===== src/design/pdlc_div.sv =====
// Restoring divider that produces one quotient bit per cycle.
module pdlc_div #(
  parameter int DEN_W = 16,
  parameter int QUO_W = 17
) (
  input  logic                   clk,
  input  logic                   rst_n,
  input  logic                   start,
  input  logic [DEN_W+QUO_W-1:0] num,
  input  logic [DEN_W-1:0]       den,
  output logic                   busy,
  output logic [QUO_W-1:0]       quo
);
  localparam int CNT_W = $clog2(QUO_W + 1);

  logic [DEN_W-1:0] rem_r;
  logic [QUO_W-1:0] low_r;
  logic [DEN_W-1:0] den_r;
  logic [CNT_W-1:0] cnt_r;
  logic             busy_r;

  logic [DEN_W:0]   trial;
  logic [DEN_W:0]   diff;
  logic             ge;

  assign trial = {rem_r, low_r[QUO_W-1]};
  assign ge    = trial >= {1'b0, den_r};
  assign diff  = trial - {1'b0, den_r};

  // The caller guarantees the upper part of the numerator is below the divisor.
  always_ff @(posedge clk) begin
    if (!rst_n) begin
      busy_r <= 1'b0;
      cnt_r  <= '0;
    end else if (start) begin
      rem_r  <= num[DEN_W+QUO_W-1:QUO_W];
      low_r  <= num[QUO_W-1:0];
      den_r  <= den;
      cnt_r  <= CNT_W'(QUO_W);
      busy_r <= 1'b1;
    end else if (busy_r) begin
      rem_r <= ge ? diff[DEN_W-1:0] : trial[DEN_W-1:0];
      low_r <= {low_r[QUO_W-2:0], ge};
      cnt_r <= cnt_r - CNT_W'(1);
      if (cnt_r == CNT_W'(1)) begin
        busy_r <= 1'b0;
      end
    end
  end

  assign busy = busy_r;
  assign quo  = low_r;
endmodule


===== config.mk =====
export PLATFORM = sky130hd
export DESIGN_NAME = pdlc_div
export DESIGN_NICKNAME = d
export VERILOG_FILES = /design/src/design/pdlc_div.sv
export SDC_FILE = /design/constraint.sdc
export NUM_CORES = 1
export LEC_CHECK = 0
export ABC_AREA = 1
export BUFFER_PORTS_ARGS = -buffer_cell sky130_fd_sc_hd__buf_2
export CORE_MARGIN = 2
export CORE_UTILIZATION = 46
export DETAILED_ROUTE_END_ITERATION = 8
export GPL_ROUTABILITY_DRIVEN = 0
export PLACE_DENSITY_LB_ADDON = 0.12
export SLEW_MARGIN = 20
export SYNTH_ARGS = -nofsm -noshare
export SYNTH_HDL_FRONTEND = slang
export SYNTH_SLANG_ARGS = --single-unit

===== constraint.sdc =====
create_clock -name clk -period 3.7 [get_ports clk]
set_input_delay 0.74 -clock clk [delete_from_list [all_inputs] [get_ports clk]]
set_output_delay 0.74 -clock clk [all_outputs]
set_load 0.05 [all_outputs]

==> results.yml <==
status:
  status: "completed"
die:
  io_pins: 70
  rows: 32
  start_util_pct: 47.2
  die_w_um: 92.8
  coreArea_um2: 7690
  fp.dieArea_um2: 8610
  die_h_um: 92.8
cells_and_area:
  insertedDiodeCount: 0
  finalInstanceArea_um2: 4170
  nFillCells: 781
  finalNetCount: 594
  multi_input_area_um2: 1730
  final_cells: 626
  final_layout_size_suffix_gt1_share_pct: 22.5
  regArea_um2: 1590
  area_growth_pct: 15.1
  utilization_pct: 54.3
worst_setup_path:
  critPathKind: "flip-flop to flip-flop"
  worstPathRequired_ps: 3760
  start_kind: "flip-flop"
  path_max_fanout: 17
  cp-end-kind: "flip-flop"
  crit_arrival_ps: 2500
power:
  power.internal_uw: 1100
  switching_share_pct: 34.4
  p_sw_uw: 576
  p_per_area_nw_per_um2: 401
  pwr-share-seq_pct: 45.6
  peakVddDrop_mv: 0.227
  clock_power_share_pct: 22.4
  p_comb_share_pct: 32.0
  leakage_uw: 0.00212
placed_design:
  placed_cell_area_um2: 4070
  dp_slack_ps: 1260
  post-dp-hpwl_um: 6250
  port_buffers: 69
  dpl.cell_count: 618
route:
  ant_nets: 0
  dr.pass1.iters: 4
  drt_iter0_drc: 126
  drcViolationCount: 0
  wl_per_cell_um: 12.9
  viasPerCell: 4.72
  routed_wl_um: 8050
  vias: 2956
yosys:
  synth_warnings: 0
  syn-num-nets: 525
  synthArstFlopShare_pct: 0
  synthTopCellsByArea: "edfxtp_1 41%, nand2_1 18%, inv_1 6.7%, ha_1 6.2%, nand3_1 3.5%"
  synth-seq-cells: 55
  synth_ff_type: "edfxtp_1"
  yosysTopAreaCellShare_pct: 40.6
  synth_commonest_cells: "175 x nand2_1, 65 x inv_1, 49 x edfxtp_1"
  synth_area_um2: 3620
  ys_seq_area_share_pct: 43.9
  ys_types: 35
  synth_edf_count: 49
  yosys.cell_count.top_type: "nand2_1"
  syn_inst: 454
  yosysTopAreaCell: "edfxtp_1"
  syn_area_per_cell_um2: 7.98
timing:
  relSlewSlack_pct: 52.3
  drv_slew: 0
  min_period_over_period_pct: 66.0
  finalSetupViolCount: 0
  min_period_ps: 2440
  rsz0062_at_grt: "no"
  worst_pin_slew_ps: 715
  setup_ws_ps: 1260
  fin_setup_tns_ps: 0
  fmaxAchievable_mhz: 410
  finalHoldViolCount: 0
  finalClockSkew_ps: 12.4
clock_tree:
  post_cts_buffers: 0
  clk_root_buffer_cell: "clkbuf_8"
  clk_pin_slew_ps: 100
  cts.path.max_buffers: 2
  cts-resized-gates: 0
  cts_buffers: 5
  cts_sinks: 55
  cts_tree: "yes"
  cts_max_level: 2
  clk_latency_ps: 300
  cts_hold_buf: 0
grt:
  grt_antenna_before_repair: 0
  grt-ovfl-total: 0
  grt_max_degree: 38
  grt_pass1_vias: 2983
  grt_pass1_wl_um: 13800
  grt_usage_pct: 20.2
flow_run:
  maxCapViolCount: 0
hold_path:
  hold_class: "flip-flop to flip-flop"
## placed cells by master, fill, tap and decap left out, types with 2 or more instances in the layout
cell	instances
ha_1	18
edfxtp_1	49
nand2_1	175
buf_2	69
inv_2	2
clkbuf_8	5
xor2_1	3
nand2_4	2
nor3_1	4
buf_4	3
nand3_2	11
nand3b_1	12
nand2_2	16
nand3_1	25
inv_1	65
nor2_2	3
nor2_1	18
xnor2_1	5
nand4_1	4
o21ai_0	2
a21oi_1	10
dfxtp_1	6
nor2_4	3
## critical path: stages, from the launching register on
cell and delay [ps]:
edfxtp_1 450, ha_1 400, nand2_2 110, inv_1 40
nand2_1 50, nand2_1 60, nand2_1 50, nand2_1 70
nor2_4 350, nand2_4 250, nand2_1 180, nand2_1 60
nand2_1 60, nand2_1 50
## per-stage QoR
stage	hold slack (ps)	total power [µW]
final	507	1670
after global routing	540	1780
after CTS	508	1680
after detailed placement	493	1310
after global placement	480	1300
after floorplan	457	1180
## power by group through the flow
stage / Sequential (µW) / Combinational [µW] / Clock (µW)
after floorplan: 817 / 367 / 0
after global placement: 775 / 528 / 0
after detailed placement: 776 / 534 / 0
after CTS: 763 / 538 / 384
after global routing: 769 / 610 / 403
final: 763 / 536 / 375
## final timing paths
path         slack [ps]  cells after the start        end       from
max                1260                     13  rem_r[13]  rem_r[10]
min reg2reg         510                      2   cnt_r[4]   cnt_r[4]
max reg2reg        1260                     13  rem_r[13]  rem_r[10]
min                 510                      2   cnt_r[4]   cnt_r[4]
## cell families (layout without fill, tap and decap cells)
logic type	count (synthesis)	in the layout	synth area share (%)
xor+xnor	8	8	1.93
fa+ha+maj	19	19	6.77
buf+inv	78	148	8.80
simple gates	277	277	36.0
compound gates	17	17	2.59
flops	55	55	43.9
## per-layer routing
metal,wire length (µm),track usage (%),part of all wire (%)
met4,129,5.39,1.6
met3,346,3.25,4.3
met5,0,0,0
met2,3540,31.6,44
met1,4030,29.1,50
## flip-flops by register name, summed over array words and instances (netlist names)
name and count:
busy 1, rem_r 16, cnt_r 5, den_r 16, quo 17
## area by class of cell
cell class,count,area share [%]
multi-input cells,321,41.4
flip-flops and latches,55,38.2
repair buffers,72,8.82
inverters,68,6.12
well taps,102,3.06
clock buffers,7,2.34
clock inverters,1,0.150
Power figures use the tool's default switching activity.
