<file path="src/design/pdlc_pkg.sv">
// Shared types, constants and helpers for the Porter-Duff layer compositor.
package pdlc_pkg;

  localparam int MAX_LAYERS_DEF      = 16;
  localparam int COLOUR_CHANNELS_DEF = 3;
  localparam int SAMPLE_BITS_DEF     = 16;
  localparam int NUM_CHAN            = 3;

  localparam logic [16:0] ONE_Q16 = 17'h10000;

  localparam logic [1:0] REG_PREMULT   = 2'd0;
  localparam logic [1:0] REG_FULLSCALE = 2'd1;
  localparam logic [1:0] REG_CHANCOUNT = 2'd2;
  localparam logic [1:0] REG_MODETABLE = 2'd3;

  localparam logic [3:0] MODE_CLEAR     = 4'd0;
  localparam logic [3:0] MODE_SRC       = 4'd1;
  localparam logic [3:0] MODE_OVER      = 4'd2;
  localparam logic [3:0] MODE_IN        = 4'd3;
  localparam logic [3:0] MODE_OUT       = 4'd4;
  localparam logic [3:0] MODE_ATOP      = 4'd5;
  localparam logic [3:0] MODE_DEST      = 4'd6;
  localparam logic [3:0] MODE_DEST_OVER = 4'd7;
  localparam logic [3:0] MODE_DEST_IN   = 4'd8;
  localparam logic [3:0] MODE_DEST_OUT  = 4'd9;
  localparam logic [3:0] MODE_DEST_ATOP = 4'd10;
  localparam logic [3:0] MODE_XOR       = 4'd11;
  localparam logic [3:0] MODE_ADD       = 4'd12;
  localparam logic [3:0] MODE_SATURATE  = 4'd13;

  typedef struct packed {
    logic        first_layer;
    logic        last_layer;
    logic [15:0] chan0;
    logic [15:0] chan1;
    logic [15:0] chan2;
    logic [15:0] layer_alpha;
  } in_word_t;

  typedef struct packed {
    logic [15:0] out_chan0;
    logic [15:0] out_chan1;
    logic [15:0] out_chan2;
    logic [15:0] out_alpha;
    logic        bad_mode;
  } out_word_t;

  typedef enum logic [2:0] {
    LOP_IDLE,
    LOP_SEED,
    LOP_MUL,
    LOP_SUM,
    LOP_OMUL
  } lane_op_t;

  typedef enum logic [2:0] {
    CK_ZERO,
    CK_CLEAR,
    CK_SRC,
    CK_DST,
    CK_WGT
  } col_kind_t;

  typedef struct packed {
    lane_op_t    op;
    col_kind_t   kind;
    logic        divide;
    logic        prem;
    logic [16:0] wa;
    logic [16:0] wb;
    logic [16:0] ar;
    logic [8:0]  clear_v;
  } lane_cmd_t;

  typedef struct packed {
    logic        busy;
    logic [15:0] sample;
  } lane_stat_t;

  // Q16 product, rounded half up.
  function automatic logic [16:0] qmul(input logic [16:0] a, input logic [16:0] b);
    logic [33:0] p;
    p = 34'(a * b) + 34'd32768;
    return p[32:16];
  endfunction

endpackage

</file>
<file path="src/design/pdlc_div.sv">
// Restoring divider that produces one quotient bit per cycle.
module pdlc_div #(
  parameter int DEN_W = 16,
  parameter int QUO_W = 17
) (
  input  logic                   clk,
  input  logic                   rst_n,
  input  logic                   start,
  input  logic [DEN_W+QUO_W-1:0] num,
  input  logic [DEN_W-1:0]       den,
  output logic                   busy,
  output logic [QUO_W-1:0]       quo
);
  localparam int CNT_W = $clog2(QUO_W + 1);

  logic [DEN_W-1:0] rem_r;
  logic [QUO_W-1:0] low_r;
  logic [DEN_W-1:0] den_r;
  logic [CNT_W-1:0] cnt_r;
  logic             busy_r;

  logic [DEN_W:0]   trial;
  logic [DEN_W:0]   diff;
  logic             ge;

  assign trial = {rem_r, low_r[QUO_W-1]};
  assign ge    = trial >= {1'b0, den_r};
  assign diff  = trial - {1'b0, den_r};

  // The caller guarantees the upper part of the numerator is below the divisor.
  always_ff @(posedge clk) begin
    if (!rst_n) begin
      busy_r <= 1'b0;
      cnt_r  <= '0;
    end else if (start) begin
      rem_r  <= num[DEN_W+QUO_W-1:QUO_W];
      low_r  <= num[QUO_W-1:0];
      den_r  <= den;
      cnt_r  <= CNT_W'(QUO_W);
      busy_r <= 1'b1;
    end else if (busy_r) begin
      rem_r <= ge ? diff[DEN_W-1:0] : trial[DEN_W-1:0];
      low_r <= {low_r[QUO_W-2:0], ge};
      cnt_r <= cnt_r - CNT_W'(1);
      if (cnt_r == CNT_W'(1)) begin
        busy_r <= 1'b0;
      end
    end
  end

  assign busy = busy_r;
  assign quo  = low_r;
endmodule

</file>
<file path="src/design/pdlc_lane.sv">
// One colour channel lane: accumulator, blend products, divide and output scaling.
module pdlc_lane #(
  parameter int SAMPLE_BITS = pdlc_pkg::SAMPLE_BITS_DEF
) (
  input  logic                 clk,
  input  logic                 rst_n,
  input  pdlc_pkg::lane_cmd_t  cmd,
  input  logic                 en,
  input  logic [15:0]          xa,
  output pdlc_pkg::lane_stat_t stat
);
  import pdlc_pkg::*;

  localparam logic [24:0] SMAX = 25'((64'd1 << SAMPLE_BITS) - 64'd1);

  logic [31:0] acc_r;
  logic [40:0] pa_r;
  logic [48:0] pb_r;
  logic [48:0] prod_r;
  logic        pending_r;

  logic [23:0] xa_q;
  logic [49:0] vsum;
  logic [49:0] vrnd;
  logic [50:0] num;
  logic [50:0] lim;
  logic        div_start;
  logic        div_busy;
  logic [31:0] div_quo;
  logic [32:0] prem_t;
  logic [48:0] str_t;
  logic [24:0] samp;

  assign xa_q = {xa, 8'h00};
  assign vsum = {9'b0, pa_r} + {1'b0, pb_r};
  assign vrnd = vsum + 50'd32768;
  assign num  = {1'b0, vsum} + 51'(cmd.ar >> 1);
  assign lim  = {2'b0, cmd.ar, 32'h0};

  assign div_start = (cmd.op == LOP_SUM) && en && (cmd.kind == CK_WGT) && cmd.divide
                     && (num < lim);

  pdlc_div #(.DEN_W(17), .QUO_W(32)) u_div (
    .clk   (clk),
    .rst_n (rst_n),
    .start (div_start),
    .num   (num[48:0]),
    .den   (cmd.ar),
    .busy  (div_busy),
    .quo   (div_quo)
  );

  always_ff @(posedge clk) begin
    if (!rst_n) begin
      acc_r     <= '0;
      pending_r <= 1'b0;
    end else begin
      if (pending_r && !div_busy) begin
        acc_r     <= div_quo;
        pending_r <= 1'b0;
      end
      unique case (cmd.op)
        LOP_SEED: begin
          acc_r <= en ? {8'h00, xa_q} : 32'h0;
        end
        LOP_MUL: begin
          pa_r <= 41'(cmd.wa * xa_q);
          pb_r <= 49'(cmd.wb * acc_r);
        end
        LOP_SUM: begin
          if (!en) begin
            acc_r <= '0;
          end else begin
            unique case (cmd.kind)
              CK_ZERO:  acc_r <= '0;
              CK_CLEAR: acc_r <= {23'h0, cmd.clear_v};
              CK_SRC:   acc_r <= {8'h00, xa_q};
              CK_DST:   acc_r <= acc_r;
              CK_WGT: begin
                if (!cmd.divide) begin
                  acc_r <= (|vrnd[49:48]) ? 32'hFFFF_FFFF : vrnd[47:16];
                end else if (num >= lim) begin
                  acc_r <= 32'hFFFF_FFFF;
                end else begin
                  pending_r <= 1'b1;
                end
              end
              default: acc_r <= '0;
            endcase
          end
        end
        LOP_OMUL: begin
          prod_r <= 49'(acc_r * cmd.ar);
        end
        default: begin
        end
      endcase
    end
  end

  assign prem_t = {1'b0, acc_r} + 33'd128;
  assign str_t  = prod_r + 49'h80_0000;

  always_comb begin
    if (!en) begin
      samp = '0;
    end else if (cmd.prem) begin
      samp = prem_t[32:8];
    end else if (cmd.ar == 17'h0) begin
      samp = '0;
    end else begin
      samp = str_t[48:24];
    end
    if (samp > SMAX) begin
      samp = SMAX;
    end
  end

  assign stat.busy   = pending_r;
  assign stat.sample = samp[15:0];
endmodule

</file>
<file path="config.mk">
export PLATFORM = sky130hd
export DESIGN_NAME = pdlc_lane
export DESIGN_NICKNAME = d
export VERILOG_FILES = /design/src/design/pdlc_pkg.sv /design/src/design/pdlc_div.sv /design/src/design/pdlc_lane.sv
export SDC_FILE = /design/constraint.sdc
export NUM_CORES = 2
export LEC_CHECK = 0
export BUFFER_PORTS_ARGS = -buffer_cell sky130_fd_sc_hd__buf_2
export CORE_UTILIZATION = 45
export CTS_BUF_LIST = sky130_fd_sc_hd__clkbuf_8
export DETAILED_ROUTE_END_ITERATION = 7
export PLACE_DENSITY_LB_ADDON = 0.08
export SETUP_SLACK_MARGIN = 0.15
export SLEW_MARGIN = 20
export SYNTH_ARGS = -nofsm -noshare
export SYNTH_HDL_FRONTEND = slang
export SYNTH_SLANG_ARGS = --single-unit
</file>
<file path="constraint.sdc">
create_clock -name clk -period 24.2 [get_ports clk]
set_input_delay 1.21 -clock clk [delete_from_list [all_inputs] [get_ports clk]]
set_output_delay 1.21 -clock clk [all_outputs]
set_load 0.05 [all_outputs]
</file>
==> out/summary.txt <==
Slowest CP cell: or4_1
Post-layout util: 47.8%
Number of nets with antenna violations after routing: 0
Startpoint class of the critical path: register
Number of synthesized flops with an enable pin: 174
Max-cap check violation count: 0
Crit path buf inv count: 2
RSZ-0062 raised after global routing: no
Die W: 359 um
GRT overflow: 0
Post-cts gate resize count: 0
I/O pin count: 104
Num CTS Buffers: 43
I/O Buffers: 103
Hold-fix buffers, CTS: 0
RePlAce Congestion: 0.988
Share of layout cells above drive strength 1: 5.46%
Crit path kind: register to register
Post-CTS setup buffer count: 0
Post-Syn Area: 0.0574 mm^2
Worst Path Arrival: 10.02 ns
Die Y: 359 um
Syn nets: 8146
Min Hold Slack: 0.497 ns
Reg2Reg Depth: 27
Setup ws final: 14.77 ns
Area growth, synth to finish: 4.94%
Area fraction of the dominant cell type after synthesis: 38.6%
Peak supply drop: 0.000108 V
Leakage: 27.4 nW
Initial DRC Count: 2930
Setup TNS: 0 ns
Pre-CTS WS: 14.66 ns
Status: finished clean
PwrDens: 63.7 mW/mm^2
Most frequent cell after synthesis: inv_1
Initial antenna violation count: 6
Fill count: 12400
TritonCTS clock tree: yes
Hold Path Sink: u_div.cnt_r[0]
Largest net degree at the start of global routing: 78
R2R setup slack: 14.77 ns
DRC: 0
Clock net sink count: 214
Syn Area/Cell: 8.81 um^2
Post-synth ARST share: 0%
CTS root buf: clkbuf_8
HPWL Detailed: 137000 um
Die area: 0.129 mm^2
Setup violators final: 0
Commonest cells in the netlist: 1210 x inv_1, 1205 x nand2_1, 1107 x fa_1
Vias in the first global route: 47400
CP required: 24.79 ns
Critical Path Max Stage Delay: 1.00 ns
Yosys cell types: 96
Clk slew on worst S/H paths: 0.06 ns
Starting Density: 45.5%
First-pass GRT wire length: 286000 um
Register area share after synthesis: 10.5%
Worst Setup End Kind: register
Clock period minus final worst setup slack: 9.43 ns
Cell family with most CP delay: simple AND/OR/NAND/NOR gates
Core area: 0.126 mm^2
Max Fclk: 106 MHz
Final hold vios: 0
WL/cell: 22.6 um
Total number of vias: 44900
DR vias/cell: 5.55
Worst Tran Pin Value: 1.10 ns
Final Power: 3.84 mW
Placement row count: 130
RR Startpoint: pa_r[8]
Gr usage total: 28.9%
Detailed Route WL: 182000 um
Reg2reg end: acc_r[2]
WHS Path Cells: 2
Final worst path period share: 39.0%
Pre-antenna DRT Iters: 5
Commonest register cell after synthesis: edfxtp_1
Slew Viols, Final: 0
# H-tree levels: 2
Mapped Cells: 6515
CTS max path bufs: 3
Synth area leaders: fa_1 39%, ha_1 9.5%, edfxtp_1 9.1%
HP Class: register to register
Hold_sp: u_div.cnt_r[0]
#FFs+latches synth: 214
Clk Latency, worst-skew pair: 0.67 ns
Rel. slew slack: 24.8%
Yosys warns: 0
Final net count: 8025
Clock Skew: 0.0424 ns
Top cell type by total area after synthesis: fa_1
Max FO, Critical Path: 17
## area by class of cell
class	instances	area [um^2]	share of cell area (%)
antenna	1	2.50	0.00416
clock buffer	46	633	1.05
multi-input combinational	4734	45500	75.6
inverter	1210	4540	7.54
sequential	214	6050	10.0
tap	1650	2060	3.43
timing repair buffer	191	1180	1.95
clock inverter	33	231	0.384
## worst max-delay path by stage
stage                     depth (start not counted)     from  endpoint
after floorplan                                   2    rst_n  pa_r[10]
after global placement                           27  cmd[10]  acc_r[2]
after detailed placement                         27  cmd[10]  acc_r[2]
after CTS                                        27  pa_r[8]  acc_r[2]
after global routing                             27  pa_r[8]  acc_r[2]
final                                            27  pa_r[8]  acc_r[2]
## sequential cells by signal, indices dropped and copies added, names as in the netlist
| register | cells |
|---|---|
| u_div.rem_r | 17 |
| pa_r | 33 |
| pending_r | 1 |
| u_div.quo | 32 |
| prod_r | 26 |
| pb_r | 49 |
| u_div.busy | 1 |
| u_div.den_r | 17 |
| acc_r | 32 |
| u_div.cnt_r | 6 |
## tightest hold or removal path, stage by stage (launching register included)
cell and delay, ns:
dfxtp_1 0.32, nand2b_1 0.07, a21oi_1 0.06
## cell families (layout without fill, tap and decap cells)
family	after synthesis	in the layout	share of synthesized area, %
AOI/OAI and AO/OA	713	713	8.46
xor gates and xnor gates	240	240	3.66
adders and majority gates	1544	1544	48.1
buffers and inverters	1567	1480	10.3
DFF	214	214	10.5
muxes	54	54	0.972
other	0	1	0
and+or+nand+nor	2183	2183	18.0
## per-layer routing
metal,vias up,share of wire [%],track usage [%]
li1,20100,-,-
met2,1358,48,48.5
met4,2,3.9,10.2
met5,-,0.0071,0
met3,277,5.0,2.31
met1,23100,43,39.2
## metrics by stage
stage	std cells	area, um^2
after floorplan	6515	57400
after global placement	7999	59300
after detailed placement	7999	59300
after CTS	8078	60200
after global routing	8079	60200
final	8079	60200
## power by group
| part | total, mW | leakage (nW) | switching, mW | internal, mW |
|---|---|---|---|---|
| sequential | 0.545 | 1.92 | 0.0187 | 0.526 |
| combinational | 2.90 | 25.0 | 1.75 | 1.14 |
| clock | 0.397 | 0.444 | 0.196 | 0.201 |
| total | 3.84 | 27.4 | 1.97 | 1.87 |
## cell usage in the layout, fill, tap and decap left out, types with 70 or more instances in the layout
cell type / n
xnor2_1: 149
ha_1: 437
a21oi_1: 178
o21ai_0: 126
xor2_1: 91
and2_1: 414
buf_4: 88
a21o_1: 70
nor2_1: 147
nand2_1: 1205
buf_2: 103
edfxtp_1: 174
fa_1: 1107
nand3_1: 71
inv_1: 1215
(Power assumes the default switching activity.)
